==> src/design/collision_impulse_resolver_unit_defines.svh <==
// Assertion macros shared by the collision impulse resolver design files.
`ifndef COLLISION_IMPULSE_RESOLVER_UNIT_DEFINES_SVH
`define COLLISION_IMPULSE_RESOLVER_UNIT_DEFINES_SVH
`ifndef SYNTHESIS
// Condition checked in the same cycle as the trigger.
`define CIR_ASSERT_IMP(lbl, ante, cons) \
    lbl: assert property (@(posedge clk) disable iff (!rst_n) (ante) |-> (cons)) \
        else $error("collision impulse resolver check failed");
// Condition checked in the cycle after the trigger.
`define CIR_ASSERT_NXT(lbl, ante, cons) \
    lbl: assert property (@(posedge clk) disable iff (!rst_n) (ante) |=> (cons)) \
        else $error("collision impulse resolver check failed");
`else
`define CIR_ASSERT_IMP(lbl, ante, cons)
`define CIR_ASSERT_NXT(lbl, ante, cons)
`endif
`endif

==> src/design/cir_sqrt_pipe.sv <==
// Pipelined integer square root, one root bit per stage, with a sideband payload.
module cir_sqrt_pipe #(
    parameter int RW  = 26,
    parameter int SBW = 1
) (
    input  logic            clk,
    input  logic            rst_n,
    input  logic            en,
    input  logic            in_valid,
    input  logic [2*RW-1:0] radicand,
    input  logic [SBW-1:0]  side_in,
    output logic            out_valid,
    output logic [RW-1:0]   root,
    output logic [SBW-1:0]  side_out
);
    localparam int XW  = 2 * RW;
    localparam int RMW = RW + 4;

    logic           valid_reg [RW];
    logic [RMW-1:0] rem_reg   [RW];
    logic [RW-1:0]  root_reg  [RW];
    logic [XW-1:0]  x_reg     [RW];
    logic [SBW-1:0] side_reg  [RW];

    logic           valid_next [RW];
    logic [RMW-1:0] rem_next   [RW];
    logic [RW-1:0]  root_next  [RW];
    logic [XW-1:0]  x_next     [RW];
    logic [SBW-1:0] side_next  [RW];

    always_comb
    begin
        logic [RMW-1:0] rem_in;
        logic [RW-1:0]  root_in;
        logic [XW-1:0]  x_in;
        logic [RMW-1:0] cur;
        logic [RMW-1:0] trial;
        logic           ge;
        for (int s = 0; s < RW; s++)
        begin
            if (s == 0)
            begin
                valid_next[s] = in_valid;
                rem_in        = '0;
                root_in       = '0;
                x_in          = radicand;
                side_next[s]  = side_in;
            end
            else
            begin
                valid_next[s] = valid_reg[s-1];
                rem_in        = rem_reg[s-1];
                root_in       = root_reg[s-1];
                x_in          = x_reg[s-1];
                side_next[s]  = side_reg[s-1];
            end
            cur          = {rem_in[RW+1:0], x_in[XW-1:XW-2]};
            trial        = RMW'({root_in, 2'b01});
            ge           = (cur >= trial);
            rem_next[s]  = ge ? (cur - trial) : cur;
            root_next[s] = {root_in[RW-2:0], ge};
            x_next[s]    = x_in << 2;
        end
    end

    always_ff @(posedge clk or negedge rst_n)
    begin
        if (!rst_n)
        begin
            for (int s = 0; s < RW; s++)
            begin
                valid_reg[s] <= 1'b0;
            end
        end
        else if (en)
        begin
            for (int s = 0; s < RW; s++)
            begin
                valid_reg[s] <= valid_next[s];
            end
        end
    end

    always_ff @(posedge clk)
    begin
        if (en)
        begin
            for (int s = 0; s < RW; s++)
            begin
                rem_reg[s]  <= rem_next[s];
                root_reg[s] <= root_next[s];
                x_reg[s]    <= x_next[s];
                side_reg[s] <= side_next[s];
            end
        end
    end

    assign out_valid = valid_reg[RW-1];
    assign root      = root_reg[RW-1];
    assign side_out  = side_reg[RW-1];
endmodule

==> config.mk <==
export PLATFORM = sky130hd
export DESIGN_NAME = cir_sqrt_pipe
export DESIGN_NICKNAME = d
export VERILOG_FILES = /design/src/design/collision_impulse_resolver_unit_defines.svh /design/src/design/cir_sqrt_pipe.sv
export SDC_FILE = /design/constraint.sdc
export NUM_CORES = 2
export LEC_CHECK = 0
export BUFFER_PORTS_ARGS = -buffer_cell sky130_fd_sc_hd__buf_2
export CAP_MARGIN = 10
export CORE_MARGIN = 3
export CORE_UTILIZATION = 55
export CTS_CLUSTER_SIZE = 20
export DETAILED_ROUTE_END_ITERATION = 7
export GPL_TIMING_DRIVEN = 1
export HOLD_SLACK_MARGIN = 0.05
export PLACE_DENSITY = 0.75
export SYNTH_ARGS = -nofsm -noshare
export SYNTH_HDL_FRONTEND = slang
export SYNTH_SLANG_ARGS = --single-unit
export TNS_END_PERCENT = 50
==> constraint.sdc <==
create_clock -name clk -period 3.3 [get_ports clk]
set_input_delay 0.33 -clock clk [delete_from_list [all_inputs] [get_ports clk]]
set_output_delay 0.33 -clock clk [all_outputs]
set_load 0.03 [all_outputs]
After elaboration in Yosys (flattened, before gate mapping):

Memories as Yosys holds them, arrays and structs flattened.
Index checks and enable logic that the tools add are counted.

* memories: 4
* input bits: 57
* bits in registers: 26
* logic and storage cells: 110
* RAM bits: 2782

Memory list
* x_reg: depth 26, bits a word 50, rd ports 25, clocked after Yosys merged registers in 0, wr ports 26, line cir_sqrt_pipe.sv:22 `logic [XW-1:0] x_reg [RW];`
* rem_reg: depth 26, bits a word 30, rd ports 25, clocked after Yosys merged registers in 0, wr ports 26, line cir_sqrt_pipe.sv:20 `logic [RMW-1:0] rem_reg [RW];`
* root_reg: depth 26, bits a word 26, rd ports 26, clocked after Yosys merged registers in 0, wr ports 26, line cir_sqrt_pipe.sv:21 `logic [RW-1:0] root_reg [RW];`
* side_reg: depth 26, bits a word 1, rd ports 26, clocked after Yosys merged registers in 0, wr ports 26, line cir_sqrt_pipe.sv:23 `logic [SBW-1:0] side_reg [RW];`

* add/sub/neg operators: 26
* muxes and demuxes: 28
* magnitude comparators: 26

Operator list (number)
* two-way mux 30 bit: 26
* greater-or-equal comparator 30 x 28 -> 1 bit: 25
* subtractor 30 x 28 -> 30 bit: 25
* subtractor 2 x 1 -> 3 bit (second input constant): 1
* greater-or-equal comparator 2 x 1 -> 1 bit (second input constant): 1
* two-way mux 1 bit: 2

Logic depth before layout (Yosys ltp):

An unclocked memory read counts as a cell.

* depth after elaboration: 3
* mapped depth: 14
* gate-level depth less buffers: 12

Worst setup path after synthesis:

No wires, ideal clock.

* path kind: reg-to-reg
* start: mem rem_reg[1][90] (netlist bit)
* end: mem rem_reg[1][139] (netlist bit) (data pin)
* setup slack: -0.214 ns
* data required time: 3.040 ns
* period minus slack after synthesis: 3.514 ns
* stages on the path, launching flop included: 12
* library setup time: 0.260 ns
* arrival time: 3.255 ns
* cells stage by stage: edfxtp_1 > ha_1 > nor2b_1 > o311a_1 > o311a_1 > o21ai_0 > a311oi_1 > o21ai_0 > or3b_2 > clkbuf_1 > clkbuf_1 > mux2_2

RTL lines (line)
* from (decl): cir_sqrt_pipe.sv:20

==> load_flow_metrics.sql <==
INSERT INTO impl_metrics (metric_group, metric, value, unit) VALUES
('outcome', 'outcome', 'completed', ''),
('global_routing', 'groute.usage.overall', '20.8', '%'),
('finish', 'multiInputGateArea', '26100', 'um2'),
('finish', 'layout.cells.most_common_list', 'edfxtp_1, inv_1, nand2_1', ''),
('routing', 'detail_route.first_pass.iterations', '7', ''),
('worst_setup_path', 'crit_slowest_cell', 'or4_4', ''),
('power_and_ir_drop', 'vdd_drop_max', '0.638', 'mV'),
('run', 'maxcap_violations', '0', ''),
('worst_setup_path', 'timing.critical_path.cells', 'or4_4, nand4bb_4, or3_4, or4_4, o21ai_4, a2111oi_4, or3_1, buf_6, nor4_4, xor2_1', ''),
('place', 'numPortBuffers', '84', ''),
('place', 'post-dp-hpwl', '109000', 'um'),
('floorplan', 'die_h', '386', 'um'),
('floorplan', 'num_io_pins', '85', ''),
('hold_path', 'min_delay_path_depth', '2', ''),
('routing', 'drt.antenna.violating_nets', '0', ''),
('synth', 'syn_avg_cell_area', '13.1', 'um2'),
('worst_setup_path', 'setup.worst_path.start_class', 'register', ''),
('hold_path', 'hp-class', 'input port to register', ''),
('synth', 'synthArstFlopShare', '1.52', '%'),
('synth', 'postSynthCellCount', '6043', ''),
('power_and_ir_drop', 'powerDensity', '663', 'nW/um2'),
('timing', 'timing_hold_violations_final', '0', ''),
('synth', 'mappedNetlistNets', '6479', ''),
('timing', 'clock_skew', '27.5', 'ps'),
('finish', 'final_net_count', '6922', ''),
('finish', 'combined_flip_flop_and_latch_cell_area', '51400', 'um2'),
('routing', 'drt_drc_violations_left', '0', ''),
('global_routing', 'grt_antenna_before_repair', '0', ''),
('worst_setup_path', 'critPathCapture', 'rem_reg[0][166]', ''),
('clock_tree', 'clk_root_buffer_cell', 'clkbuf_16', ''),
('global_routing', 'grt_overflow', '0', ''),
('clock_tree', 'tritoncts.num_buffers', '175', ''),
('clock_tree', 'clk_transition_reported_paths', '60', 'ps'),
('synth', 'synth.distinct_cells', '85', ''),
('worst_setup_path', 'crit_path_class', 'register to register', ''),
('floorplan', 'num_rows', '138', ''),
('clock_tree', 'max_root_sink_buffers', '3', ''),
('worst_setup_path', 'worstRegToRegCells', '10', ''),
('clock_tree', 'tritoncts', 'done', ''),
('synth', 'synthesis.yosys.warnings', '0', ''),
('synth', 'synth_enable_flop_cells', '1690', ''),
('synth', 'syn-cell-area', '79200', 'um2'),
('global_routing', 'grt_start_max_net_pins', '128', ''),
('timing', 'max-slew-margin-rel', '45.6', '%'),
('worst_setup_path', 'reg2reg_to', 'rem_reg[0][166]', ''),
('worst_setup_path', 'path_max_fanout', '6', ''),
('worst_setup_path', 'worst_endpoint_required_time', '3840', 'ps'),
('timing', 'fmax', '306', 'MHz'),
('worst_setup_path', 'ff2ff_setup_slack', '30', 'ps'),
('clock_tree', 'worstSkewPairLatency', '800', 'ps'),
('global_routing', 'grt_pass1_wl', '247000', 'um'),
('routing', 'vias_per_cell', '5.62', ''),
('synth', 'yosys_register_bits', '1716', ''),
('power_and_ir_drop', 'leakage', '35.0', 'nW'),
('timing', 'timing.final.crit_share', '99.2', '%'),
('routing', 'via_count_of_the_routed_design', '47900', ''),
('worst_setup_path', 'worstSetupEndpointType', 'register', ''),
('timing', 'final_max_slew_viol_count', '0', ''),
('routing', 'drtIter0Drc', '3513', ''),
('place', 'detailed_place.area', '83700', 'um2'),
('worst_setup_path', 'startpoint', 'rem_reg[0][128]', ''),
('place', 'routabilityCongestion', '0.910', ''),
('finish', 'layout.cells.most_common', 'edfxtp_1', ''),
('timing', 'timing.final.setup_violations', '0', ''),
('power_and_ir_drop', 'design_power_total', '60.2', 'mW'),
('floorplan', 'initial_cell_density_of_the_core', '55.7', '%'),
('clock_tree', 'htree_levels', '4', ''),
('worst_setup_path', 'crit_path_frequent_cell', 'or4_4', ''),
('timing', 'post-route-min-period', '3270', 'ps'),
('finish', 'fillers', '10300', ''),
('global_routing', 'vias_in_the_first_global_route', '46900', '');
## how the worst min path moves through the flow
stage / startpoint / to
after global placement: rst_n / valid_next[24]
after CTS: radicand[10] / x_reg[0][10]
after detailed placement: rst_n / valid_next[24]
after global routing: radicand[11] / x_reg[0][11]
after floorplan: rst_n / out_valid
final: radicand[7] / x_reg[0][7]
## final cells by class
class | count | share of cell area, %
Tap cell | 1890 | 2.60
Multi-Input combinational cell | 3739 | 28.7
Sequential cell | 1716 | 56.6
Clock buffer | 201 | 5.00
Inverter | 472 | 1.95
Timing Repair Buffer | 382 | 3.60
Clock inverter | 118 | 1.51
## kinds of logic (layout without fill, tap and decap cells)
family / count (synthesis) / after routing / synth area share [%]
adder cells (fa/ha/maj): 379 / 379 / 5.99
AND/OR/NAND/NOR: 1556 / 1556 / 9.76
multiplexers: 111 / 111 / 1.56
XOR/XNOR: 539 / 539 / 5.96
buffers and inverters: 588 / 1173 / 2.81
flip-flops: 1716 / 1716 / 64.9
AO/OA/AOI/OAI: 1153 / 1153 / 9.05
other: 1 / 1 / 0.00473
## power breakdown
part	internal [mW]	switching, mW
logic	4.93	6.21
clock network	11.8	8.23
registers	27.3	1.73
## repair_timing
action                                 4_1_cts  5_1_grt
cloned                                       0        1
resized for setup                           13       90
hold buffers                                60        0
setup buffers                                0       17
pin swaps                                    1       12
setup endpoints to repair                   45      257
endpoints found under the hold margin      133        0
## worst max-delay path: cells and delay by family (launching register included)
family | cells | cell delay (ps)
AO/OA/AOI/OAI | 2 | 260
XOR/XNOR | 1 | 110
buffers and inverters | 1 | 150
flip-flops | 1 | 380
AND/OR/NAND/NOR | 6 | 2110
## per-stage QoR
stage / utilization (%) / setup slack (ps) / cells / TNS (ps) / hold slack (ps)
4_1_cts: 63.4 / 1.65 / 8500 / 0 / 165
6_report: 63.8 / 27.9 / 8518 / 0 / 244
5_1_grt: 63.8 / -55.2 / 8518 / -1160 / 201
2_1_floorplan: - / -40.2 / 6043 / -307 / 34.4
3_3_place_gp: 58.8 / 31.0 / 8121 / 0 / 340
3_5_place_dp: 58.8 / -223 / 8121 / -2310 / 358
## routing by layer
layer	wire length, um	vias up	GRT usage (%)	part of all wire [%]
li1	-	23300	-	-
met1	65900	23200	26.9	42
met2	77100	1158	35.6	50
met3	7060	313	3.26	4.6
met4	5030	0	7.31	3.2
met5	0	-	0	0
## synth_stat cells (94+ instances only)
| library cell | n | area, um2 |
|---|---|---|
| nor3_1 | 133 | 666 |
| ha_1 | 379 | 4740 |
| xor2_1 | 268 | 2350 |
| mux2_2 | 100 | 1130 |
| o21ai_0 | 321 | 1610 |
| nand3_1 | 103 | 515 |
| a21oi_1 | 324 | 1620 |
| a21o_1 | 131 | 983 |
| nor2_1 | 348 | 1310 |
| inv_1 | 471 | 1770 |
| nand2_1 | 438 | 1640 |
| nor4_1 | 94 | 588 |
| edfxtp_1 | 1690 | 50700 |
| clkbuf_1 | 101 | 379 |
| xnor2_1 | 271 | 2370 |
(Power assumes the default switching activity.)
