### config.mk
export PLATFORM = sky130hd
export DESIGN_NAME = cir_div_pipe
export DESIGN_NICKNAME = d
export VERILOG_FILES = /design/src/design/collision_impulse_resolver_unit_defines.svh /design/src/design/cir_div_pipe.sv
export SDC_FILE = /design/constraint.sdc
export NUM_CORES = 1
export LEC_CHECK = 0
export BUFFER_PORTS_ARGS = -buffer_cell sky130_fd_sc_hd__buf_2
export CAP_MARGIN = 20
export CELL_PAD_IN_SITES_DETAIL_PLACEMENT = 0
export CELL_PAD_IN_SITES_GLOBAL_PLACEMENT = 1
export CORE_UTILIZATION = 30
export DETAILED_ROUTE_END_ITERATION = 8
export PLACE_DENSITY = 0.51
export SETUP_SLACK_MARGIN = 0.1
export SKIP_LAST_GASP = 1
export SLEW_MARGIN = 20
export SYNTH_ARGS = -nofsm -noshare
export SYNTH_HDL_FRONTEND = slang
export SYNTH_SLANG_ARGS = --single-unit
export TNS_END_PERCENT = 1
### constraint.sdc
create_clock -name clk -period 9.7 [get_ports clk]
set_input_delay 1.455 -clock clk [delete_from_list [all_inputs] [get_ports clk]]
set_output_delay 1.455 -clock clk [all_outputs]
set_load 0.01 [all_outputs]
### src/design/collision_impulse_resolver_unit_defines.svh
// Assertion macros shared by the collision impulse resolver design files.
`ifndef COLLISION_IMPULSE_RESOLVER_UNIT_DEFINES_SVH
`define COLLISION_IMPULSE_RESOLVER_UNIT_DEFINES_SVH
`ifndef SYNTHESIS
// Condition checked in the same cycle as the trigger.
`define CIR_ASSERT_IMP(lbl, ante, cons) \
    lbl: assert property (@(posedge clk) disable iff (!rst_n) (ante) |-> (cons)) \
        else $error("collision impulse resolver check failed");
// Condition checked in the cycle after the trigger.
`define CIR_ASSERT_NXT(lbl, ante, cons) \
    lbl: assert property (@(posedge clk) disable iff (!rst_n) (ante) |=> (cons)) \
        else $error("collision impulse resolver check failed");
`else
`define CIR_ASSERT_IMP(lbl, ante, cons)
`define CIR_ASSERT_NXT(lbl, ante, cons)
`endif
`endif

### src/design/cir_div_pipe.sv
// Pipelined restoring divider, one quotient bit per stage, with a sideband payload.
module cir_div_pipe #(
    parameter int NW  = 32,
    parameter int DW  = 17,
    parameter int QB  = 16,
    parameter int SBW = 1
) (
    input  logic           clk,
    input  logic           rst_n,
    input  logic           en,
    input  logic           in_valid,
    input  logic [NW-1:0]  num,
    input  logic [DW-1:0]  den,
    input  logic [SBW-1:0] side_in,
    output logic           out_valid,
    output logic [QB-1:0]  quot,
    output logic [SBW-1:0] side_out
);
    // The quotient must fit in QB bits; the caller guarantees it.
    localparam int CMPW = ((NW > DW + QB - 1) ? NW : DW + QB - 1) + 1;

    logic            valid_reg [QB];
    logic [CMPW-1:0] rem_reg   [QB];
    logic [DW-1:0]   den_reg   [QB];
    logic [QB-1:0]   quot_reg  [QB];
    logic [SBW-1:0]  side_reg  [QB];

    logic            valid_next [QB];
    logic [CMPW-1:0] rem_next   [QB];
    logic [DW-1:0]   den_next   [QB];
    logic [QB-1:0]   quot_next  [QB];
    logic [SBW-1:0]  side_next  [QB];

    always_comb
    begin
        logic [CMPW-1:0] rem_in;
        logic [CMPW-1:0] trial;
        logic [QB-1:0]   q_in;
        logic            ge;
        for (int s = 0; s < QB; s++)
        begin
            if (s == 0)
            begin
                valid_next[s] = in_valid;
                rem_in        = CMPW'(num);
                den_next[s]   = den;
                q_in          = '0;
                side_next[s]  = side_in;
            end
            else
            begin
                valid_next[s] = valid_reg[s-1];
                rem_in        = rem_reg[s-1];
                den_next[s]   = den_reg[s-1];
                q_in          = quot_reg[s-1];
                side_next[s]  = side_reg[s-1];
            end
            trial        = CMPW'(den_next[s]) << (QB - 1 - s);
            ge           = (rem_in >= trial);
            rem_next[s]  = ge ? (rem_in - trial) : rem_in;
            quot_next[s] = {q_in[QB-2:0], ge};
        end
    end

    always_ff @(posedge clk or negedge rst_n)
    begin
        if (!rst_n)
        begin
            for (int s = 0; s < QB; s++)
            begin
                valid_reg[s] <= 1'b0;
            end
        end
        else if (en)
        begin
            for (int s = 0; s < QB; s++)
            begin
                valid_reg[s] <= valid_next[s];
            end
        end
    end

    always_ff @(posedge clk)
    begin
        if (en)
        begin
            for (int s = 0; s < QB; s++)
            begin
                rem_reg[s]  <= rem_next[s];
                den_reg[s]  <= den_next[s];
                quot_reg[s] <= quot_next[s];
                side_reg[s] <= side_next[s];
            end
        end
    end

    assign out_valid = valid_reg[QB-1];
    assign quot      = quot_reg[QB-1];
    assign side_out  = side_reg[QB-1];
endmodule

After elaboration in Yosys (flattened, before gate mapping)
Memories as Yosys holds them, arrays and structs flattened.
Index checks and enable logic that the tools add are counted.
{"block": "classes", "n_addsub": 16, "mul": 0, "div": 0, "order_cmp": 16, "eq_ne": 0, "shifts": 0, "n_mux": 18, "n_bitwise": 0, "reduce_logical": 0}
{"cell": "33-bit two-way mux", "n": 16}
{"cell": "33-bit by 17-bit greater-or-equal comparator with 1-bit output", "n": 1}
{"cell": "33-bit by 18-bit greater-or-equal comparator with 1-bit output", "n": 1}
{"cell": "33-bit by 19-bit greater-or-equal comparator with 1-bit output", "n": 1}
{"cell": "33-bit by 20-bit greater-or-equal comparator with 1-bit output", "n": 1}
{"cell": "33-bit by 21-bit greater-or-equal comparator with 1-bit output", "n": 1}
{"cell": "33-bit by 22-bit greater-or-equal comparator with 1-bit output", "n": 1}
{"cell": "33-bit by 23-bit greater-or-equal comparator with 1-bit output", "n": 1}
{"cell": "33-bit by 24-bit greater-or-equal comparator with 1-bit output", "n": 1}
{"cell": "33-bit by 25-bit greater-or-equal comparator with 1-bit output", "n": 1}
{"cell": "33-bit by 26-bit greater-or-equal comparator with 1-bit output", "n": 1}
{"cell": "33-bit by 27-bit greater-or-equal comparator with 1-bit output", "n": 1}
{"cell": "33-bit by 28-bit greater-or-equal comparator with 1-bit output", "n": 1}
{"cell": "33-bit by 29-bit greater-or-equal comparator with 1-bit output", "n": 1}
{"cell": "33-bit by 30-bit greater-or-equal comparator with 1-bit output", "n": 1}
{"cell": "33-bit by 31-bit greater-or-equal comparator with 1-bit output", "n": 1}
{"cell": "32-bit by 32-bit subtractor with 33-bit output", "n": 1}
{"cell": "33-bit by 17-bit subtractor with 33-bit output", "n": 1}
{"cell": "33-bit by 18-bit subtractor with 33-bit output", "n": 1}
{"cell": "33-bit by 19-bit subtractor with 33-bit output", "n": 1}
{"cell": "33-bit by 20-bit subtractor with 33-bit output", "n": 1}
{"cell": "33-bit by 21-bit subtractor with 33-bit output", "n": 1}
{"cell": "33-bit by 22-bit subtractor with 33-bit output", "n": 1}
{"cell": "33-bit by 23-bit subtractor with 33-bit output", "n": 1}
{"cell": "10 further kinds", "n": 11}
{"block": "word_totals", "regBits": 16, "latch_bits": 0, "mem_bits_rw": 1072, "mem_bits_ro": 0, "inputBits": 54, "out_inout_bits": 18, "elab_cells": 70, "n_memories": 4}
{"memory": "rem_reg", "words": 16, "word_bits": 33, "read_ports": 15, "rd_clocked_by_memory_dff": 0, "wr": 16, "line": "cir_div_pipe.sv:23", "rtl": "logic [CMPW-1:0] rem_reg [QB];"}
{"memory": "den_reg", "words": 16, "word_bits": 17, "read_ports": 15, "rd_clocked_by_memory_dff": 0, "wr": 16, "line": "cir_div_pipe.sv:24", "rtl": "logic [DW-1:0] den_reg [QB];"}
{"memory": "quot_reg", "words": 16, "word_bits": 16, "read_ports": 16, "rd_clocked_by_memory_dff": 0, "wr": 16, "line": "cir_div_pipe.sv:25", "rtl": "logic [QB-1:0] quot_reg [QB];"}
{"memory": "side_reg", "words": 16, "word_bits": 1, "read_ports": 16, "rd_clocked_by_memory_dff": 0, "wr": 16, "line": "cir_div_pipe.sv:26", "rtl": "logic [SBW-1:0] side_reg [QB];"}

Depth between registers and ports, before layout
Gate-level depths: netlist of run 1.
An unclocked memory read counts as a cell.
{"block": "logic_depth", "depth_word": 3, "depth_mapped": 13, "mapped_depth_nobuf": 12}

Worst setup path before layout of run 1
OpenSTA, ideal clock, no wires.
{"block": "synth_timing", "path_kind": "input -> register", "start": "input den[2]", "end": "memory rem_reg[0][27] (netlist name), data pin", "setup_ps": 260, "arrival_time_ps": 3594, "required_time_ps": 9440, "path_slack_ps": 5846, "cell_stages": 10, "n_path_buf": 1, "path_cell_list": "inv_1 -> ha_1 -> nor2b_1 -> o31ai_1 -> a211oi_1 -> o41ai_1 -> nand2_1 -> a221o_1 -> buf_1 -> mux2_2"}
{"element": "from (decl)", "line": "cir_div_pipe.sv:13", "rtl": "input logic [DW-1:0] den,"}
{"element": "to (decl)", "line": "cir_div_pipe.sv:23"}

==> results.toml, run 1 <==
[route]
routed_wl_um = 115000
drt_iter0_drc = 1846
drt-wirelength-per-cell_um = 18.6
drtAntennaViolNets = 0
detailroute.via_count = 29866
post_drt_via_cell_ratio = 4.82
detailedRoute.firstPassIterationCount = 5
route.detailed.drc = 0

[place]
dp_slack_ns = 5.26
detailed_place_hpwl_um = 86500
place.gp.congestion = 0.886
placed_area_sq_um = 49900
dp.cells = 5999
portbufs = 71

[timing]
unrepaired_setup_endpoints_after_global_routing = "no"
slew_viol_final = 0
worst_hold_slack_ns = 0.415
clock.fmax_mhz = 242
layout_min_cycle_time_ns = 4.13
min_period_over_period = 0.425
tightest_slew_ns = 1.05
finalHoldViolations = 0
slew-limit-headroom = 0.301
worst_skew_ns = 0.0730
report.final.setup_viol = 0
layout_setup_ws_ns = 5.57
total_negative_setup_slacks_ns = 0

[power]
leakage_nw = 20.4
power.density_nw_per_um2 = 283
totalPowerFinal_mw = 15.2
vdd.ir_drop.worst_v = 0.000139

[final_layout]
final_common_cell = "edfxtp_1"
layout.nets = 4407
most_used_cells_in_the_layout_excluding_fill_and_tap_cells = "edfxtp_1 (902), inv_1 (349), a21oi_1 (294)"
largest_register_ffs = 495
design_area_sq_um = 53800
finalNonFillerCells = 6200
antenna_cells_inserted = 0
fillerInstances = 15319
post_route_cells_drive_above_1_share = 0.0900
fin_util = 0.347
syn_to_final_growth_pct = 14.3

[clocking]
post_cts_buffers = 0
worst_skew_pair_later_pin_latency_ns = 0.73
clockRootBuffer = "clkbuf_16"
clock_tree.buffer_depth = 3
cts_repair_resize_count = 0
tritoncts_clock_tree = "yes"
cts_inserted_buffers = 108
cts_h_tree_depth = 3
clock-sinks = 918
hold_buffers = 0
clk_pin_slew_worst_paths_ns = 0.06

[synth]
mappedNetlistNets = 4274
synth.yosys.seq_area_share = 0.584
postSynth.asyncResetShare = 0.0174
ys_types = 78
syn_avg_cell_area_sq_um = 12.0
synth_enable_flop_cells = 902
ys_ff_latch = 918
synthFlopType = "edfxtp_1"
ys_warnings = 0
combined_area_of_all_synthesized_cells_sq_um = 47100
synth_cells = 3933

[min_path]
hold_depth = 0
hold_start = "side_reg[1][2]"
hold_path_end = "side_reg[1][3]"
worst_hold_path_type = "reg2reg"

[die]
boundaryPins = 72
die-area_sq_um = 158000
die_x_extent_um = 398
placement_rows = 144
die_height_um = 398
initial_cell_density_of_the_core = 0.304
design.core.area_sq_um = 155000

[worst_setup_path]
reg2reg_setup_slack_ns = 5.57
cp.required_ns = 10.17
r2r_start = "rem_reg[1][134]"
timing.setup.critical_path_class = "reg2reg"
critPathCaptureType = "register"
r2r-end = "rem_reg[1][193]"
critPathArrivalTime_ns = 4.60
worstSetupStartpointType = "register"
worst_r2r_path_depth = 12
critical_path.max_fanout = 6

[outcome]
run_status = "completed"

[run]
max_cap_violations = 0

[grt]
antenna_found_initial = 2
grt_pass1_vias = 30071
pin_count_of_the_biggest_net_entering_global_routing = 186
global_route_wire_length_before_repair_um = 179000
grt_usage = 0.145
overflow = 0
## power by group
part	switching [mW]	internal (mW)
clock	1.71	2.59
sequential	0.586	5.48
combinational	2.76	2.07
## synth_stat cells, types with 12 or more instances
library cell  instances  share of area
o31a_1               12         0.0022
o21ai_0             185          0.020
xnor2_1             182          0.034
inv_1               349          0.028
edfxtp_1            902           0.58
a31oi_1              16         0.0021
a211oi_1             33         0.0053
and3_1               26         0.0035
nand4b_1             16         0.0030
and2_1               15         0.0020
xor2_1              125          0.023
dfrtp_1              16         0.0085
or3_1                32         0.0043
nand2_1             259          0.021
o2111ai_1            14         0.0026
clkbuf_1             61         0.0049
fa_1                 15         0.0064
o21ai_1              15         0.0016
nor4_1               57         0.0076
nor2_1              267          0.021
o21a_1               51         0.0081
mux2_2               72          0.017
a21o_1              105          0.017
a21oi_1             296          0.031
o31ai_1              16         0.0026
or4_1                18         0.0029
o211ai_1             17         0.0027
or2_2                15         0.0020
nand2b_1             35         0.0047
nor2b_1              50         0.0066
nand4_1              57         0.0076
nand3_1              56         0.0060
nor3_1               88         0.0094
nand3b_1             18         0.0029
ha_1                272          0.072
o21bai_1             22         0.0035
nor3b_1              12         0.0019
## metal layers
layer | share of wire | GRT usage | vias to the layer above
met2 | 0.47 | 0.241 | 481
li1 | - | - | 14856
met5 | 0 | 0 | -
met3 | 0.036 | 0.0198 | 138
met4 | 0.021 | 0.0410 | 0
met1 | 0.48 | 0.198 | 14391
## worst max-delay path: stages (launching register included)
cell and delay [ns]:
edfxtp_1 0.39, inv_1 0.07, ha_1 0.16, inv_1 0.05
fa_1 0.42, a211oi_1 0.27, o21bai_1 0.13, a2111oi_0 0.91
o31a_1 0.34, nor2_1 0.09, a211oi_1 0.65, nand4b_1 0.21
xnor2_1 0.18
## area by class of cell
cell class	count	area, sq um	area share
Sequential cell	918	27500	0.511
Multi-Input combinational cell	2590	18000	0.334
Clock buffer	123	2760	0.0513
Tap cell	2044	2560	0.0476
Inverter	352	1320	0.0246
Clock inverter	77	1060	0.0197
Timing Repair Buffer	96	611	0.0114
## kinds of logic (layout without fill, tap and decap cells)
logic type / after synthesis / count (layout) / synth area share
AOI/OAI and AO/OA: 865 / 865 / 0.115
xor gates and xnor gates: 307 / 307 / 0.0571
adders and majority gates: 287 / 287 / 0.0787
buffers and inverters: 425 / 648 / 0.0344
DFF: 918 / 918 / 0.584
muxes: 78 / 78 / 0.0185
and+or+nand+nor: 1053 / 1053 / 0.113
## how the worst max path moves through the flow
stage	from	endpoint	slack (ns)	depth (start not counted)
finish	rem_reg[1][134]	rem_reg[1][193]	5.57	12
global route	rem_reg[0][174]	rem_reg[0][227]	5.22	12
CTS	rem_reg[1][134]	rem_reg[1][195]	5.60	12
detailed placement	den[2]	rem_reg[0][31]	5.26	11
global placement	den[2]	rem_reg[0][22]	5.31	11
floorplan	den[2]	rem_reg[0][27]	5.85	10
Power figures use the tool's default switching activity.
==> inputs of run 2 (changes only) <==
Settings changed: PLACE_DENSITY 0.51 to 0.53.
Clock period 9.7 ns to 3.6 ns, I/O delays scaled along.
==> run 2 against run 1 <==
  * Global-route usage about the same
  * Sequential power increased to 2.7 times the previous value
  * Fmax increased by 18%
  * First-iteration DRC count increased by 3.1%
  * Non-clock buffer count increased by 177
  * Critical endpoint is now rem_reg[1][195]
  * Largest cell class unchanged
==> results.toml, run 2 (synthesis results as in run 1) <==
[final_layout]
sequential_cell_area_sq_um = 27500
post_route_cells_drive_above_1_share = 0.119
syn_to_final_growth_pct = 17.0
multi_input_comb_area_sq_um = 18000
most_used_cells_in_the_layout_excluding_fill_and_tap_cells = "edfxtp_1 (902), inv_1 (349), a21oi_1 (294)"
finalNonFillerCells = 6365
largest_register_ffs = 495
fillerInstances = 15256
fin_util = 0.355
design_area_sq_um = 55000
layout.nets = 4581
final_common_cell = "edfxtp_1"

[clocking]
clockRootBuffer = "clkbuf_16"
tritoncts_clock_tree = "yes"
clock-sinks = 918
cts_inserted_buffers = 105
clock_tree.buffer_depth = 3
worst_skew_pair_later_pin_latency_ns = 0.74
clk_pin_slew_worst_paths_ns = 0.06
cts_h_tree_depth = 3

[power]
vdd.ir_drop.worst_v = 0.000405
power.density_nw_per_um2 = 738
leakage_nw = 21.1

[worst_setup_path]
timing.critical_path.slowest_stage_cell = "fa_1"
cp.required_ns = 4.08
timing.setup.critical_path_class = "reg2reg"
critPathArrivalTime_ns = 3.98
critPathCaptureType = "register"
worstSetupStartpointType = "register"
critical_path.max_fanout = 6
critical_path.cell_chain = "inv_1, ha_1, inv_1, fa_1, a211oi_2, o21bai_1, a2111oi_2, buf_4, o31a_1, nor2_1, a211oi_1, buf_4, nand4_1, xnor2_1"
worst_path_largest_cell_delay_ns = 0.43

[route]
drt_iter0_drc = 1904
detailedRoute.firstPassIterationCount = 7
highest-signal-layer = "met4"
route.detailed.drc = 0
met2WireLength_um = 55200
drt-wirelength-per-cell_um = 18.1
post_drt_via_cell_ratio = 4.77
routedLengthMet1_um = 53100
detailroute.via_count = 30365
met3RoutedLength_um = 3520
routed_wl_um = 115000
drtAntennaViolNets = 0

[timing]
slew-limit-headroom = 0.531
layout_setup_ws_ns = 0.0950
min_period_over_period = 0.974
total_negative_setup_slacks_ns = 0
worst_skew_ns = 0.0586
tightest_slew_ns = 0.697
report.final.setup_viol = 0
layout_min_cycle_time_ns = 3.50
unrepaired_setup_endpoints_after_global_routing = "yes"
finalHoldViolations = 0
slew_viol_final = 0
clock.fmax_mhz = 285

[grt]
overflow = 0
grt_usage = 0.145
global_route_wire_length_before_repair_um = 179000
grt_pass1_vias = 30670
antenna_found_initial = 1
pin_count_of_the_biggest_net_entering_global_routing = 105

[place]
place.gp.congestion = 0.879
placed_area_sq_um = 51200
dp_slack_ns = -0.0380
detailed_place_hpwl_um = 88000
portbufs = 71
dp.cells = 6145

[outcome]
run_status = "completed"

[min_path]
worst_hold_path_type = "in2reg"

[die]
placement_rows = 144
design.core.area_sq_um = 155000
die_x_extent_um = 398
initial_cell_density_of_the_core = 0.304
die_height_um = 398
die-area_sq_um = 158000
boundaryPins = 72

[run]
max_cap_violations = 0
-- run 2: changes by cell type in the layout (fill, tap and decap cells not counted), moves of 4 or more --
cell           change
dlygate4sd3_1     +30
buf_12            +15
clkinv_4           +4
buf_4            +133
bufinv_16         -10
-- run 2: worst paths after layout --
kind	startpoint	end	slack (ns)	cells after the start
setup / recovery	rem_reg[1][134]	rem_reg[1][195]	0.1	14
hold / removal	num[6]	rem_reg[0][6]	0.06	1
setup reg to reg	rem_reg[1][134]	rem_reg[1][195]	0.1	14
hold reg to reg	quot_reg[0][68]	quot_reg[0][85]	0.41	0
max in group asynchronous	rst_n	valid_next[6]	3.05	2
min in group asynchronous	rst_n	valid_next[0]	0.29	2
-- run 2: metrics by stage --
| stage | hold WS (ns) | power (mW) |
|---|---|---|
| CTS | 0.00302 | 41.1 |
| global route | 0.00829 | 43.2 |
| floorplan | 0.244 | 25.5 |
| global placement | 0.400 | 30.2 |
| detailed placement | 0.405 | 30.1 |
| finish | 0.0586 | 40.6 |
-- run 2: report_power, final --
part	leakage, nW	switching, mW	internal (mW)
Sequential	8.88	1.57	14.8
Clock	1.67	4.48	6.15
Combinational	10.6	7.51	6.12
Total	21.1	13.6	27.0
-- run 2: cell type report --
type	instances	area share
timing repair buffer	273	0.0399
multi-input combinational	2590	0.327
clock inverter	62	0.0135
clock buffer	125	0.0495
sequential	918	0.499
tap	2044	0.0465
antenna	1	0.0000455
inverter	352	0.0240
-- run 2: layer usage --
metal  vias to the layer above  track usage
met3                       182       0.0204
met2                       442        0.248
met1                     14543        0.189
met4                         0       0.0452
li1                      15198            -
met5                         -            0
-- run 2: critical path: cells and delay by family (launching register included) --
| kind | cells | cell delay (ns) |
|---|---|---|
| xor gates and xnor gates | 1 | 0.19 |
| and+or+nand+nor | 2 | 0.23 |
| adders and majority gates | 2 | 0.58 |
| buffers and inverters | 4 | 0.50 |
| AOI/OAI and AO/OA | 5 | 1.35 |
| DFF | 1 | 0.39 |
-- run 2: repair_timing --
item / 4_1_cts / 5_1_grt
cloned: 0 / 0
pin swaps: 4 / 0
hold buffers: 30 / 0
gates resized for setup: 4 / 6
endpoints found under the hold margin: 45 / 0
endpoints found under the setup margin: 35 / 80
buffers inserted: 2 / 0
==> inputs of run 3 (changes only) <==
Settings changed: ABC_AREA from default to 1, CAP_MARGIN 20 to default, PLACE_DENSITY 0.53 to 0.56.
==> run 3 against run 2 <==
  * Via count is 42% higher
  * Sequential power about the same
  * Total power is 10% higher
  * Global-route usage up 3.7 points
  * First-iteration DRC count increased by 65%
  * Cell count rose by 46%
  * Combinational power is 23% higher
  * Critical path depth is 2 lower
  * Core utilization is 1.1 points lower
  * Worst hold slack better by 0.0035 ns
==> results.toml, run 3 <==
[grt]
antenna_found_initial = 2
pin_count_of_the_biggest_net_entering_global_routing = 85
overflow = 0
grt_pass1_vias = 41698
grt_usage = 0.182
global_route_wire_length_before_repair_um = 257000

[worst_setup_path]
worstSetupStartpointType = "register"
critical_path.max_fanout = 23
timing.setup.critical_path_class = "reg2reg"
critical_path.cell_chain = "ha_1, inv_1, nor2_1, nand2_1, nor2_2, nand4_1, nor2_1, nor2_1, nand2_2, inv_2, nand2_1, nand2_1"
cp.required_ns = 4.08
critPathArrivalTime_ns = 3.60
worst_path_largest_cell_delay_ns = 0.41
critPathCaptureType = "register"
timing.critical_path.slowest_stage_cell = "edfxtp_1"

[timing]
layout_min_cycle_time_ns = 3.12
slew-limit-headroom = 0.479
finalHoldViolations = 0
layout_setup_ws_ns = 0.476
report.final.setup_viol = 0
slew_viol_final = 0
total_negative_setup_slacks_ns = 0
clock.fmax_mhz = 320
min_period_over_period = 0.868
worst_skew_ns = 0.0726
tightest_slew_ns = 0.773
unrepaired_setup_endpoints_after_global_routing = "no"

[clocking]
cts_h_tree_depth = 3
worst_skew_pair_later_pin_latency_ns = 0.76
cts_inserted_buffers = 110
clockRootBuffer = "clkbuf_16"
clk_pin_slew_worst_paths_ns = 0.06
hold_buffers = 30
clock_tree.buffer_depth = 3
cts_repair_resize_count = 0
post_cts_buffers = 0
tritoncts_clock_tree = "yes"
clock-sinks = 918

[route]
drtAntennaViolNets = 0
drt-wirelength-per-cell_um = 18.2
drt_iter0_drc = 3133
route.detailed.drc = 0
detailroute.via_count = 43024
detailedRoute.firstPassIterationCount = 6
routed_wl_um = 170000
post_drt_via_cell_ratio = 4.62

[synth]
synth_cells = 6656
mappedNetlistNets = 6997
ys_ff_latch = 918
syn_avg_cell_area_sq_um = 8.24
ys_types = 54
synth_area_leader_cell = "edfxtp_1"
ys_warnings = 0
synthFlopType = "edfxtp_1"
synth.yosys.seq_area_share = 0.501
synthTopCellsByArea = "edfxtp_1 (49%), nand2_1 (16%), inv_1 (7.4%)"
postSynth.asyncResetShare = 0.0174
synth_enable_flop_cells = 902
top_area_cell_type_share_of_the_netlist_area = 0.494
ys_top_cells_by_count = "nand2_1 (2346), inv_1 (1085), edfxtp_1 (902), nor2_1 (550), nand3_1 (437)"
synth.most_common_cell = "nand2_1"
combined_area_of_all_synthesized_cells_sq_um = 54900

[final_layout]
post_route_cells_drive_above_1_share = 0.0553
layout.nets = 7195
largest_register_ffs = 495
syn_to_final_growth_pct = 13.6
most_used_cells_in_the_layout_excluding_fill_and_tap_cells = "nand2_1 (2346), inv_1 (1085), edfxtp_1 (902)"
fin_util = 0.344
fillerInstances = 18973
final_common_cell = "nand2_1"

[place]
place.gp.congestion = 0.870
portbufs = 71
detailed_place_hpwl_um = 136000
dp_slack_ns = 0.357

[die]
die_x_extent_um = 430
boundaryPins = 72
placement_rows = 156
die_height_um = 430
initial_cell_density_of_the_core = 0.303
design.core.area_sq_um = 181000
die-area_sq_um = 185000

[power]
switchingPower_mw = 17.8
p_int_mw = 26.9
pwr-share-clk = 0.261
power.sequential.fraction = 0.364
power.density_nw_per_um2 = 717
vdd.ir_drop.worst_v = 0.000406
switching_share = 0.398
relative_contribution_of_combinational_cells_to_total_power = 0.375
leakage_nw = 28.5
totalPowerFinal_mw = 44.7

[min_path]
worst_hold_path_type = "in2reg"

[run]
max_cap_violations = 0

[outcome]
run_status = "completed"
run 3: cell families (layout without fill, tap and decap cells):
group                      Yosys count  in the layout  share of synthesized area
buffers and inverters             1166           1456                     0.0839
DFF                                918            918                      0.501
and+or+nand+nor                   3664           3664                      0.277
adders and majority gates          287            287                     0.0675
AOI/OAI and AO/OA                  469            469                     0.0459
other                                0              3                          0
xor gates and xnor gates           152            152                     0.0243
run 3: metrics by stage:
stage / std cells / area, sq um / hold slack, ns
after floorplan: 6656 / 54900 / 0.244
after global placement: 9082 / 58200 / 0.401
after detailed placement: 9082 / 58200 / 0.405
after CTS: 9316 / 62300 / 0.00136
after global routing: 9316 / 62300 / 0.00789
final: 9319 / 62300 / 0.0622
run 3: power by group through the flow:
stage,Sequential [mW],Combinational (mW),Clock [mW]
2_1_floorplan,15.5,12.1,0
3_3_place_gp,16.6,16.7,0
3_5_place_dp,16.6,16.6,0
4_1_cts,16.4,16.8,12.1
5_1_grt,16.5,19.2,12.5
6_report,16.3,16.7,11.7
run 3: final timing paths:
kind,depth (start not counted),slack (ns),startpoint,end
worst max-delay path,12,0.48,rem_reg[1][22],rem_reg[1][52]
worst min-delay path,1,0.06,num[2],rem_reg[0][2]
worst max register to register,12,0.48,rem_reg[1][22],rem_reg[1][52]
worst min register to register,0,0.40,quot_reg[0][64],quot_reg[0][81]
max in group asynchronous,2,3.03,rst_n,valid_next[7]
min in group asynchronous,2,0.26,rst_n,valid_next[14]
run 3: cell type report:
type	instances	area [sq um]	share of cell area
Sequential cell	918	27500	0.441
Multi-Input combinational cell	4572	22800	0.365
Inverter	1104	4150	0.0666
Tap cell	2370	2970	0.0476
Clock buffer	122	2800	0.0449
Timing Repair Buffer	148	1130	0.0181
Clock inverter	82	1030	0.0165
Antenna cell	3	7.51	0.000120
run 3: critical path, delay by kind of cell (launching register included):
family	cells	cell delay, ns
buf+inv	2	0.32
flops	1	0.41
simple gates	9	1.78
fa+ha+maj	1	0.38
run 3: layer usage:
layer  share of wire  track usage  wire length [um]  vias up
li1                -            -                 -    22008
met3           0.045       0.0251              7640      187
met5               0            0                 0        -
met2            0.46        0.297             77800      819
met4           0.024       0.0500              4080        0
met1            0.47        0.251             80100    20010
